File: src/rtl/core/ihpq_pkg.sv
// package for the indexed min-heap priority queue
// holds sizes, op codes and the controller/datapath command types; no dependencies
`default_nettype none
package ihpq_pkg;
  localparam int unsigned CAPACITY   = 1024;
  localparam int unsigned VALUE_BITS = 32;
  localparam int unsigned AW         = $clog2(CAPACITY);
  localparam int unsigned CW         = $clog2(CAPACITY + 1);
  localparam int unsigned KEY_W      = 64;
  localparam int unsigned TAG_W      = 32;
  localparam int unsigned POS_W      = 10;

  typedef enum logic [2:0] {
    OP_ADD     = 3'd0,
    OP_SET     = 3'd1,
    OP_DELETE  = 3'd2,
    OP_SEARCH  = 3'd3,
    OP_EXTRACT = 3'd4,
    OP_MIN     = 3'd5,
    OP_MAX     = 3'd6,
    OP_NONE    = 3'd7
  } op_t;

  // datapath micro-operations issued by the controller
  typedef enum logic [3:0] {
    DP_NOP,
    DP_LATCH,      // capture input word, clear result
    DP_SCAN_RD,    // read entry at scan index
    DP_SCAN_CHK,   // compare read entry, advance
    DP_WR_NEW,     // write new entry at count, cur = count, count++
    DP_WR_VAL,     // write value at found position
    DP_RD_LAST,    // read last entry
    DP_MOVE_LAST,  // write last entry to cur, count--
    DP_RD_CUR,     // read cur entry
    DP_RD_PAR,     // read parent of cur
    DP_SWAP_UP,    // write cur<->parent, cur = parent
    DP_RD_L,       // read left child
    DP_RD_R,       // read right child
    DP_SWAP_DN,    // swap cur with smallest child, cur = child
    DP_RD_ROOT,    // read root into result
    DP_RESULT      // set result fields
  } dp_cmd_t;

  typedef struct packed {
    dp_cmd_t     cmd;
    logic        res_ok;
    logic        res_pos;
    logic        res_key_in;
  } dp_ctrl_t;

  typedef struct packed {
    op_t  op;
    logic scan_done;  // scan index reached count
    logic found;      // scan matched key
    logic empty;
    logic full;
    logic at_root;
    logic up_swap;    // cur < parent
    logic has_l;
    logic has_r;
    logic dn_swap;    // a child is smaller
    logic more;       // cur < count after removal
  } dp_stat_t;
endpackage
`default_nettype wire

File: src/rtl/core/ihpq_ctrl.sv
// controller state machine for the priority queue
// depends on ihpq_pkg; drives ihpq_datapath
`default_nettype none
module ihpq_ctrl (
  input  wire logic               clk,
  input  wire logic               rst,
  input  wire logic               in_valid,
  output logic                    in_ready,
  output logic                    out_valid,
  input  wire logic               out_ready,
  input  wire ihpq_pkg::dp_stat_t stat,
  output ihpq_pkg::dp_ctrl_t      ctrl
);
  typedef enum logic [17:0] {
    S_IDLE    = 18'b000000000000000001,
    S_DISP    = 18'b000000000000000010,
    S_SCAN_RD = 18'b000000000000000100,
    S_SCAN_CK = 18'b000000000000001000,
    S_ACT     = 18'b000000000000010000,
    S_RD_LAST = 18'b000000000000100000,
    S_MOVE    = 18'b000000000001000000,
    S_UP_RC   = 18'b000000000010000000,
    S_UP_RP   = 18'b000000000100000000,
    S_UP_CMP  = 18'b000000001000000000,
    S_SWAP_U  = 18'b000000010000000000,
    S_DN_RL   = 18'b000000100000000000,
    S_DN_RR   = 18'b000001000000000000,
    S_DN_CMP  = 18'b000010000000000000,
    S_SWAP_D  = 18'b000100000000000000,
    S_RESULT  = 18'b001000000000000000,
    S_OUT     = 18'b010000000000000000,
    S_WAIT    = 18'b100000000000000000
  } state_t;

  state_t state, state_next;
  logic   ok, ok_next;
  logic   down, down_next;  // removal sifts down after up
  logic   swap_ph, swap_ph_next;
  logic   wait_ph, wait_ph_next;

  always_ff @(posedge clk) begin
    if (rst) begin
      state <= S_IDLE; ok <= 1'b0; down <= 1'b0; swap_ph <= 1'b0; wait_ph <= 1'b0;
    end else begin
      state <= state_next; ok <= ok_next; down <= down_next;
      swap_ph <= swap_ph_next; wait_ph <= wait_ph_next;
    end
  end

  assign in_ready  = (state == S_IDLE);
  assign out_valid = (state == S_OUT);

  // next state and commands
  always_comb begin
    state_next    = state;
    ok_next       = ok;
    down_next     = down;
    swap_ph_next  = 1'b0;
    wait_ph_next  = 1'b0;
    ctrl          = '{cmd: ihpq_pkg::DP_NOP, res_ok: 1'b0, res_pos: 1'b0, res_key_in: 1'b0};
    unique case (state)
      S_IDLE: if (in_valid) begin
        ctrl.cmd = ihpq_pkg::DP_LATCH;
        state_next = S_DISP;
        ok_next = 1'b0;
        down_next = 1'b0;
      end
      S_DISP: begin
        unique case (stat.op)
          ihpq_pkg::OP_ADD, ihpq_pkg::OP_SET, ihpq_pkg::OP_DELETE,
          ihpq_pkg::OP_SEARCH: state_next = S_SCAN_RD;
          ihpq_pkg::OP_MAX: state_next = stat.empty ? S_RESULT : S_SCAN_RD;
          ihpq_pkg::OP_EXTRACT, ihpq_pkg::OP_MIN: begin
            if (stat.empty) state_next = S_RESULT;
            else begin
              ctrl.cmd = ihpq_pkg::DP_RD_ROOT;
              state_next = S_WAIT;
            end
          end
          default: state_next = S_RESULT;
        endcase
      end
      S_WAIT: begin
        // root read lands here
        ctrl.res_key_in = 1'b1;
        ok_next = 1'b1;
        state_next = (stat.op == ihpq_pkg::OP_EXTRACT) ? S_ACT : S_RESULT;
      end
      S_SCAN_RD: begin
        if (stat.scan_done || stat.found) state_next = S_ACT;
        else begin
          ctrl.cmd = ihpq_pkg::DP_SCAN_RD;
          state_next = S_SCAN_CK;
        end
      end
      S_SCAN_CK: begin
        ctrl.cmd = ihpq_pkg::DP_SCAN_CHK;
        state_next = S_SCAN_RD;
      end
      S_ACT: begin
        unique case (stat.op)
          ihpq_pkg::OP_ADD: begin
            if (stat.found || stat.full) state_next = S_RESULT;
            else begin
              ctrl.cmd = ihpq_pkg::DP_WR_NEW;
              ok_next = 1'b1;
              state_next = S_UP_RC;
            end
          end
          ihpq_pkg::OP_SET: begin
            if (stat.found) begin
              ctrl.cmd = ihpq_pkg::DP_WR_VAL;
              ok_next = 1'b1;
            end
            state_next = S_RESULT;
          end
          ihpq_pkg::OP_SEARCH: begin
            ok_next = stat.found;
            state_next = S_RESULT;
          end
          ihpq_pkg::OP_MAX: begin
            ok_next = 1'b1;
            state_next = S_RESULT;
          end
          ihpq_pkg::OP_DELETE, ihpq_pkg::OP_EXTRACT: begin
            if (stat.op == ihpq_pkg::OP_DELETE && !stat.found) state_next = S_RESULT;
            else begin
              ok_next = 1'b1;
              ctrl.res_pos = 1'b1;
              ctrl.cmd = ihpq_pkg::DP_RD_LAST;
              state_next = S_RD_LAST;
            end
          end
          default: state_next = S_RESULT;
        endcase
      end
      S_RD_LAST: begin
        ctrl.cmd = ihpq_pkg::DP_MOVE_LAST;
        down_next = 1'b1;
        state_next = S_MOVE;
      end
      S_MOVE: state_next = stat.more ? S_UP_RC : S_RESULT;
      S_UP_RC: begin
        ctrl.cmd = ihpq_pkg::DP_RD_CUR;
        state_next = S_UP_RP;
      end
      S_UP_RP: begin
        ctrl.res_key_in = 1'b1;
        if (stat.at_root) state_next = down ? S_DN_RL : S_RESULT;
        else begin
          ctrl.cmd = ihpq_pkg::DP_RD_PAR;
          state_next = S_UP_CMP;
        end
      end
      S_UP_CMP: begin
        ctrl.res_key_in = 1'b1;
        state_next = S_SWAP_U;
        wait_ph_next = 1'b1;
      end
      S_SWAP_U: begin
        if (wait_ph) begin
          if (stat.up_swap) ctrl.cmd = ihpq_pkg::DP_SWAP_UP;
          else state_next = down ? S_DN_RL : S_RESULT;
          swap_ph_next = stat.up_swap;
        end else begin
          ctrl.cmd = ihpq_pkg::DP_SWAP_UP;
          state_next = S_UP_RC;
        end
      end
      S_DN_RL: begin
        if (!stat.has_l) state_next = S_RESULT;
        else begin
          ctrl.cmd = ihpq_pkg::DP_RD_L;
          state_next = S_DN_RR;
        end
      end
      S_DN_RR: begin
        ctrl.res_key_in = 1'b1;
        if (stat.has_r) ctrl.cmd = ihpq_pkg::DP_RD_R;
        state_next = S_DN_CMP;
      end
      S_DN_CMP: begin
        ctrl.res_key_in = 1'b1;
        state_next = S_SWAP_D;
        wait_ph_next = 1'b1;
      end
      S_SWAP_D: begin
        if (wait_ph) begin
          if (stat.dn_swap) ctrl.cmd = ihpq_pkg::DP_SWAP_DN;
          else state_next = S_RESULT;
          swap_ph_next = stat.dn_swap;
        end else begin
          ctrl.cmd = ihpq_pkg::DP_SWAP_DN;
          state_next = S_DN_RL;
        end
      end
      S_RESULT: begin
        ctrl.cmd = ihpq_pkg::DP_RESULT;
        ctrl.res_ok = ok;
        state_next = S_OUT;
      end
      S_OUT: if (out_ready) state_next = S_IDLE;
      default: state_next = S_IDLE;
    endcase
    // second half of a swap keeps the swap command
    if (swap_ph) wait_ph_next = 1'b0;
  end

`ifndef NO_ASSERTIONS
  a_onehot: assert property (@(posedge clk) disable iff (rst) $onehot(state))
    else $error("state not one-hot");
  a_in_out_excl: assert property (@(posedge clk) disable iff (rst) !(in_ready && out_valid))
    else $error("accept while result pending");
  a_out_hold: assert property (@(posedge clk) disable iff (rst)
    out_valid && !out_ready |=> out_valid) else $error("result dropped");
`endif
endmodule
`default_nettype wire

File: config.mk
export PLATFORM = sky130hd
export DESIGN_NAME = ihpq_ctrl
export DESIGN_NICKNAME = d
export VERILOG_FILES = /design/src/rtl/core/ihpq_pkg.sv /design/src/rtl/core/ihpq_ctrl.sv
export SDC_FILE = /design/constraint.sdc
export NUM_CORES = 1
export LEC_CHECK = 0
export ABC_CLOCK_PERIOD_IN_PS = 3300
export BUFFER_PORTS_ARGS = -buffer_cell sky130_fd_sc_hd__buf_2
export CORE_AREA = 2 2 66 68
export DETAILED_ROUTE_END_ITERATION = 10
export DIE_AREA = 0 0 68 70
export GPL_TIMING_DRIVEN = 0
export PLACE_DENSITY = 0.68
export REMOVE_ABC_BUFFERS = 1
export SLEW_MARGIN = 20
export SYNTH_ARGS = -nofsm -noshare
export SYNTH_HDL_FRONTEND = slang
export SYNTH_SLANG_ARGS = --single-unit
File: constraint.sdc
create_clock -name clk -period 3.3 [get_ports clk]
set_input_delay 0.66 -clock clk [delete_from_list [all_inputs] [get_ports clk]]
set_output_delay 0.66 -clock clk [all_outputs]
set_load 0.05 [all_outputs]
---- After elaboration in Yosys (flattened, before gate mapping) ----
Index checks and enable logic that the tools add are counted.
word-level totals
  logic and storage cells ................. 104
  bits in registers ....................... 22
cells by class
  equal/unequal tests ..................... 32
  mux-type cells .......................... 51
  reduce and logical (&&, ||, !) cells .... 16
operators with widths
  kind                    number
  $pmux W18 S18           1
  $mux W16                8
  $mux W18                7
  $pmux W18 S3            1
  $pmux W4 S13            1
  $mux W4                 9
  $pmux W18 S2            1
  $eq A18 B1 Y1 const B   1
  $eq A18 B10 Y1 const B  1
  $eq A18 B11 Y1 const B  1
  $eq A18 B12 Y1 const B  1
  $eq A18 B13 Y1 const B  1
  $eq A18 B14 Y1 const B  1
  $eq A18 B15 Y1 const B  1
  $eq A18 B16 Y1 const B  1
  $eq A18 B17 Y1 const B  1
  $eq A18 B18 Y1 const B  1
  $eq A18 B2 Y1 const B   1
  $eq A18 B3 Y1 const B   1
  $eq A18 B4 Y1 const B   1
  $eq A18 B5 Y1 const B   1
  $eq A18 B6 Y1 const B   1
  $eq A18 B7 Y1 const B   1
  $eq A18 B8 Y1 const B   1
  28 further kinds        54

---- Logic depth before layout (Yosys ltp) ----
  depth in word-level cells ............... 5
  gate-level depth with buffers ........... 7
  depth with buffers taken out ............ 6

---- Worst setup path before layout ----
Ideal clock, no wire load.
  path type ............................... register -> output
  start ................................... register state[2]
  end ..................................... output ctrl[3] (netlist bit)
  setup slack ............................. 0.358 ns
  buffers on the path ..................... 0
  stages on the path, launching flop included .. 6
  data required time ...................... 2.640 ns
  arrival ................................. 2.282 ns
  path through ............................ dfxtp_1 -> nor4_4 -> nand4_4 -> nor4_4 -> a21oi_1 -> nand3_1
RTL lines
  item                      line             RTL
  start: declaration        ihpq_ctrl.sv:35  state_t state, state_next;
  start signal: assignment  ihpq_ctrl.sv:45  state <= state_next; ok <= ok_next; down <= down_next;
  end: declaration          ihpq_ctrl.sv:12  output ihpq_pkg::dp_ctrl_t ctrl

==> results.py <==
metrics = {
    "outcome": {
        "status": "finished clean",
    },
    "clock_network": {
        "cts_max_path_buffers": 2,
        "cts_root_buffer": "clkbuf_8",
        "cts_buffers": 3,
        "path_clk_slew_ps": 80,
        "clkSinkCount": 22,
        "insertion_delay_ps": 270,
        "cts.htree.levels": 1,
        "ctsHoldBuffers": 0,
        "cts_tree": "built",
    },
    "critical_path": {
        "cp_slowest_cell": "nor4_4",
        "path_class": "reg2out",
        "cp.required_ps": 2640,
        "endpoint_kind": "output pin",
        "slowest_delay_ps": 530,
        "cp_max_fo": 9,
        "cp-start-kind": "flop",
        "r2r-start": "state[2]",
        "worstPathArrival_ps": 2530,
        "cp_num_buf_inv": 1,
        "reg2reg_slack_ps": 940,
        "cp_top_family": "simple AND/OR/NAND/NOR gates",
        "path_cells": "nor4_4 > nand4_2 > nor3_1 > a311oi_1 > nand4_1 > buf_2",
        "rr_worst_depth": 6,
        "r2r_end": "state[0]",
    },
    "yosys": {
        "synth_edf_count": 0,
        "syn_avg_cell_area_um2": 8.13,
        "ys_seq_elements": 22,
        "synth_ff_type": "dfxtp_1",
        "synth_area_um2": 1580,
        "yosysUniqueCellTypes": 59,
        "synth_warnings": 0,
        "synth_cells": 194,
        "ys_seq_area_frac": 0.279,
        "ys_async_sr_fraction": 0,
    },
    "route": {
        "drtIter0Drc": 84,
        "first_pass_iters": 4,
        "vias": 1581,
        "wl_per_cell_um": 15.8,
        "ant_nets": 0,
        "routed_wirelength_mm": 4.29,
        "drc": 0,
        "viasPerCell": 5.83,
    },
    "global_routing": {
        "grt_pass1_wl_mm": 6.74,
        "grt_max_degree": 21,
        "antenna_found_initial": 0,
        "grt_use_total": 0.187,
        "grt_pass1_vias": 1403,
        "gr-total-overflow": 0,
    },
    "place": {
        "globalplace.congestion": 0.894,
        "dpl.hpwl_mm": 3.28,
        "io_buffer_count": 25,
    },
    "hold_path": {
        "hp-class": "reg2reg",
        "hold_depth": 1,
        "holdCritStartpoint": "swap_ph",
        "holdPathEnd": "wait_ph",
    },
    "power": {
        "power.density_nw_per_um2": 398,
        "p_leak_nw": 0.721,
        "irDropWorstVdd_uv": 194,
    },
    "floorplan": {
        "io_pins": 26,
        "core-area_um2": 4140,
        "die_y_um": 70,
        "initial_core_util": 0.380,
        "rows": 24,
        "dieArea_um2": 4760,
        "die_w_um": 68,
    },
    "sta": {
        "hold_violations": 0,
        "fin_setup_tns_ps": 0,
        "min_period_ps": 3190,
        "slew_violations": 0,
        "slew_headroom": 0.615,
        "setup_violations": 0,
        "period_share": 0.967,
        "tightest_slew_ps": 573,
        "finClkSkew_ps": 3.70,
        "clock.fmax_ghz": 0.313,
    },
    "final_layout": {
        "utilization": 0.450,
        "drive_above_1_share": 0.237,
        "mostFrequentLayoutCell": "nor2_1",
        "area_delta_synth_final_pct": 18.3,
        "layout_common_cells": "28 x nor2_1, 25 x buf_2, 22 x dfxtp_1",
        "diodes": 0,
        "nets": 237,
    },
    "job": {
        "max-cap-violations": 0,
    },
}
Yosys cell counts (2+ instances only):
library cell	number	area (um2)
nor2_1	28	105
dfxtp_1	22	440
a21oi_1	12	60.1
nor3_1	11	55.1
nand3b_1	9	67.6
inv_1	7	26.3
nand4_1	7	43.8
clkbuf_1	6	22.5
nand2_1	6	22.5
nand2b_1	6	37.5
nand3_1	6	30.0
nor4_1	6	37.5
nor2b_1	5	31.3
o21ai_0	5	25.0
a21o_1	3	22.5
nor4_4	3	63.8
a22oi_1	2	15.0
a31oi_1	2	12.5
a32oi_1	2	17.5
and2_1	2	12.5
and4b_1	2	20.0
nand4_2	2	25.0
nor4_2	2	25.0
xnor2_1	2	17.5
xor2_1	2	17.5
power breakdown:
group	switching [mW]	internal, mW	total [mW]
sequential	0.0153	0.271	0.287
clock	0.0938	0.162	0.256
combinational	0.128	0.0712	0.200
total	0.238	0.505	0.743
layout make-up:
class	count	area, um2
clock buffers	3	41.3
clock inverters	1	30.0
fillers	434	2280
inverters	7	26.3
multi-input cells	159	1120
flip-flops and latches	22	440
well taps	52	65.1
repair buffers	27	140
registers in the layout (all words and copies together) (netlist names):
register	cells
ok	1
state	18
swap_ph	1
wait_ph	1
down	1
through the flow:
stage               setup WS [ps]  instance area, um2  std cells  total power [mW]  hold slack (ps)
global route                -10.7                1870        271             0.779              420
detailed placement            326                1740        265             0.480              385
CTS                          11.8                1820        269             0.736              398
finish                        108                1870        271             0.743              396
global placement              347                1740        265             0.479              376
floorplan                     358                1550        188             0.423              373
worst max-delay path by stage:
stage              from  endpoint  cells after the start
2_1_floorplan  state[2]   ctrl[3]                      5
3_3_place_gp   state[0]   ctrl[4]                      7
3_5_place_dp   state[0]   ctrl[4]                      7
4_1_cts        state[0]   ctrl[4]                      7
5_1_grt        state[2]   ctrl[6]                      7
6_report       state[2]   ctrl[5]                      6
cells by family after synthesis:
| family | Yosys count | share of synthesized area |
|---|---|---|
| flip-flops | 22 | 0.279 |
| XOR/XNOR | 4 | 0.0222 |
| multiplexers | 1 | 0.00635 |
| AND/OR/NAND/NOR | 111 | 0.458 |
| buffers and inverters | 13 | 0.0310 |
| AO/OA/AOI/OAI | 43 | 0.203 |
layer usage:
metal  GRT usage  up-vias  share of wire
met1       0.270      749           0.46
met4      0.0733        0          0.021
li1            -      790              -
met2       0.282       35           0.47
met5           0        -              0
met3      0.0209        7          0.047
timing repair:
action,4_1_cts,5_1_grt
gates resized for setup,0,5
setup buffers,0,2
setup endpoints to repair,0,4
(Power assumes the default switching activity.)
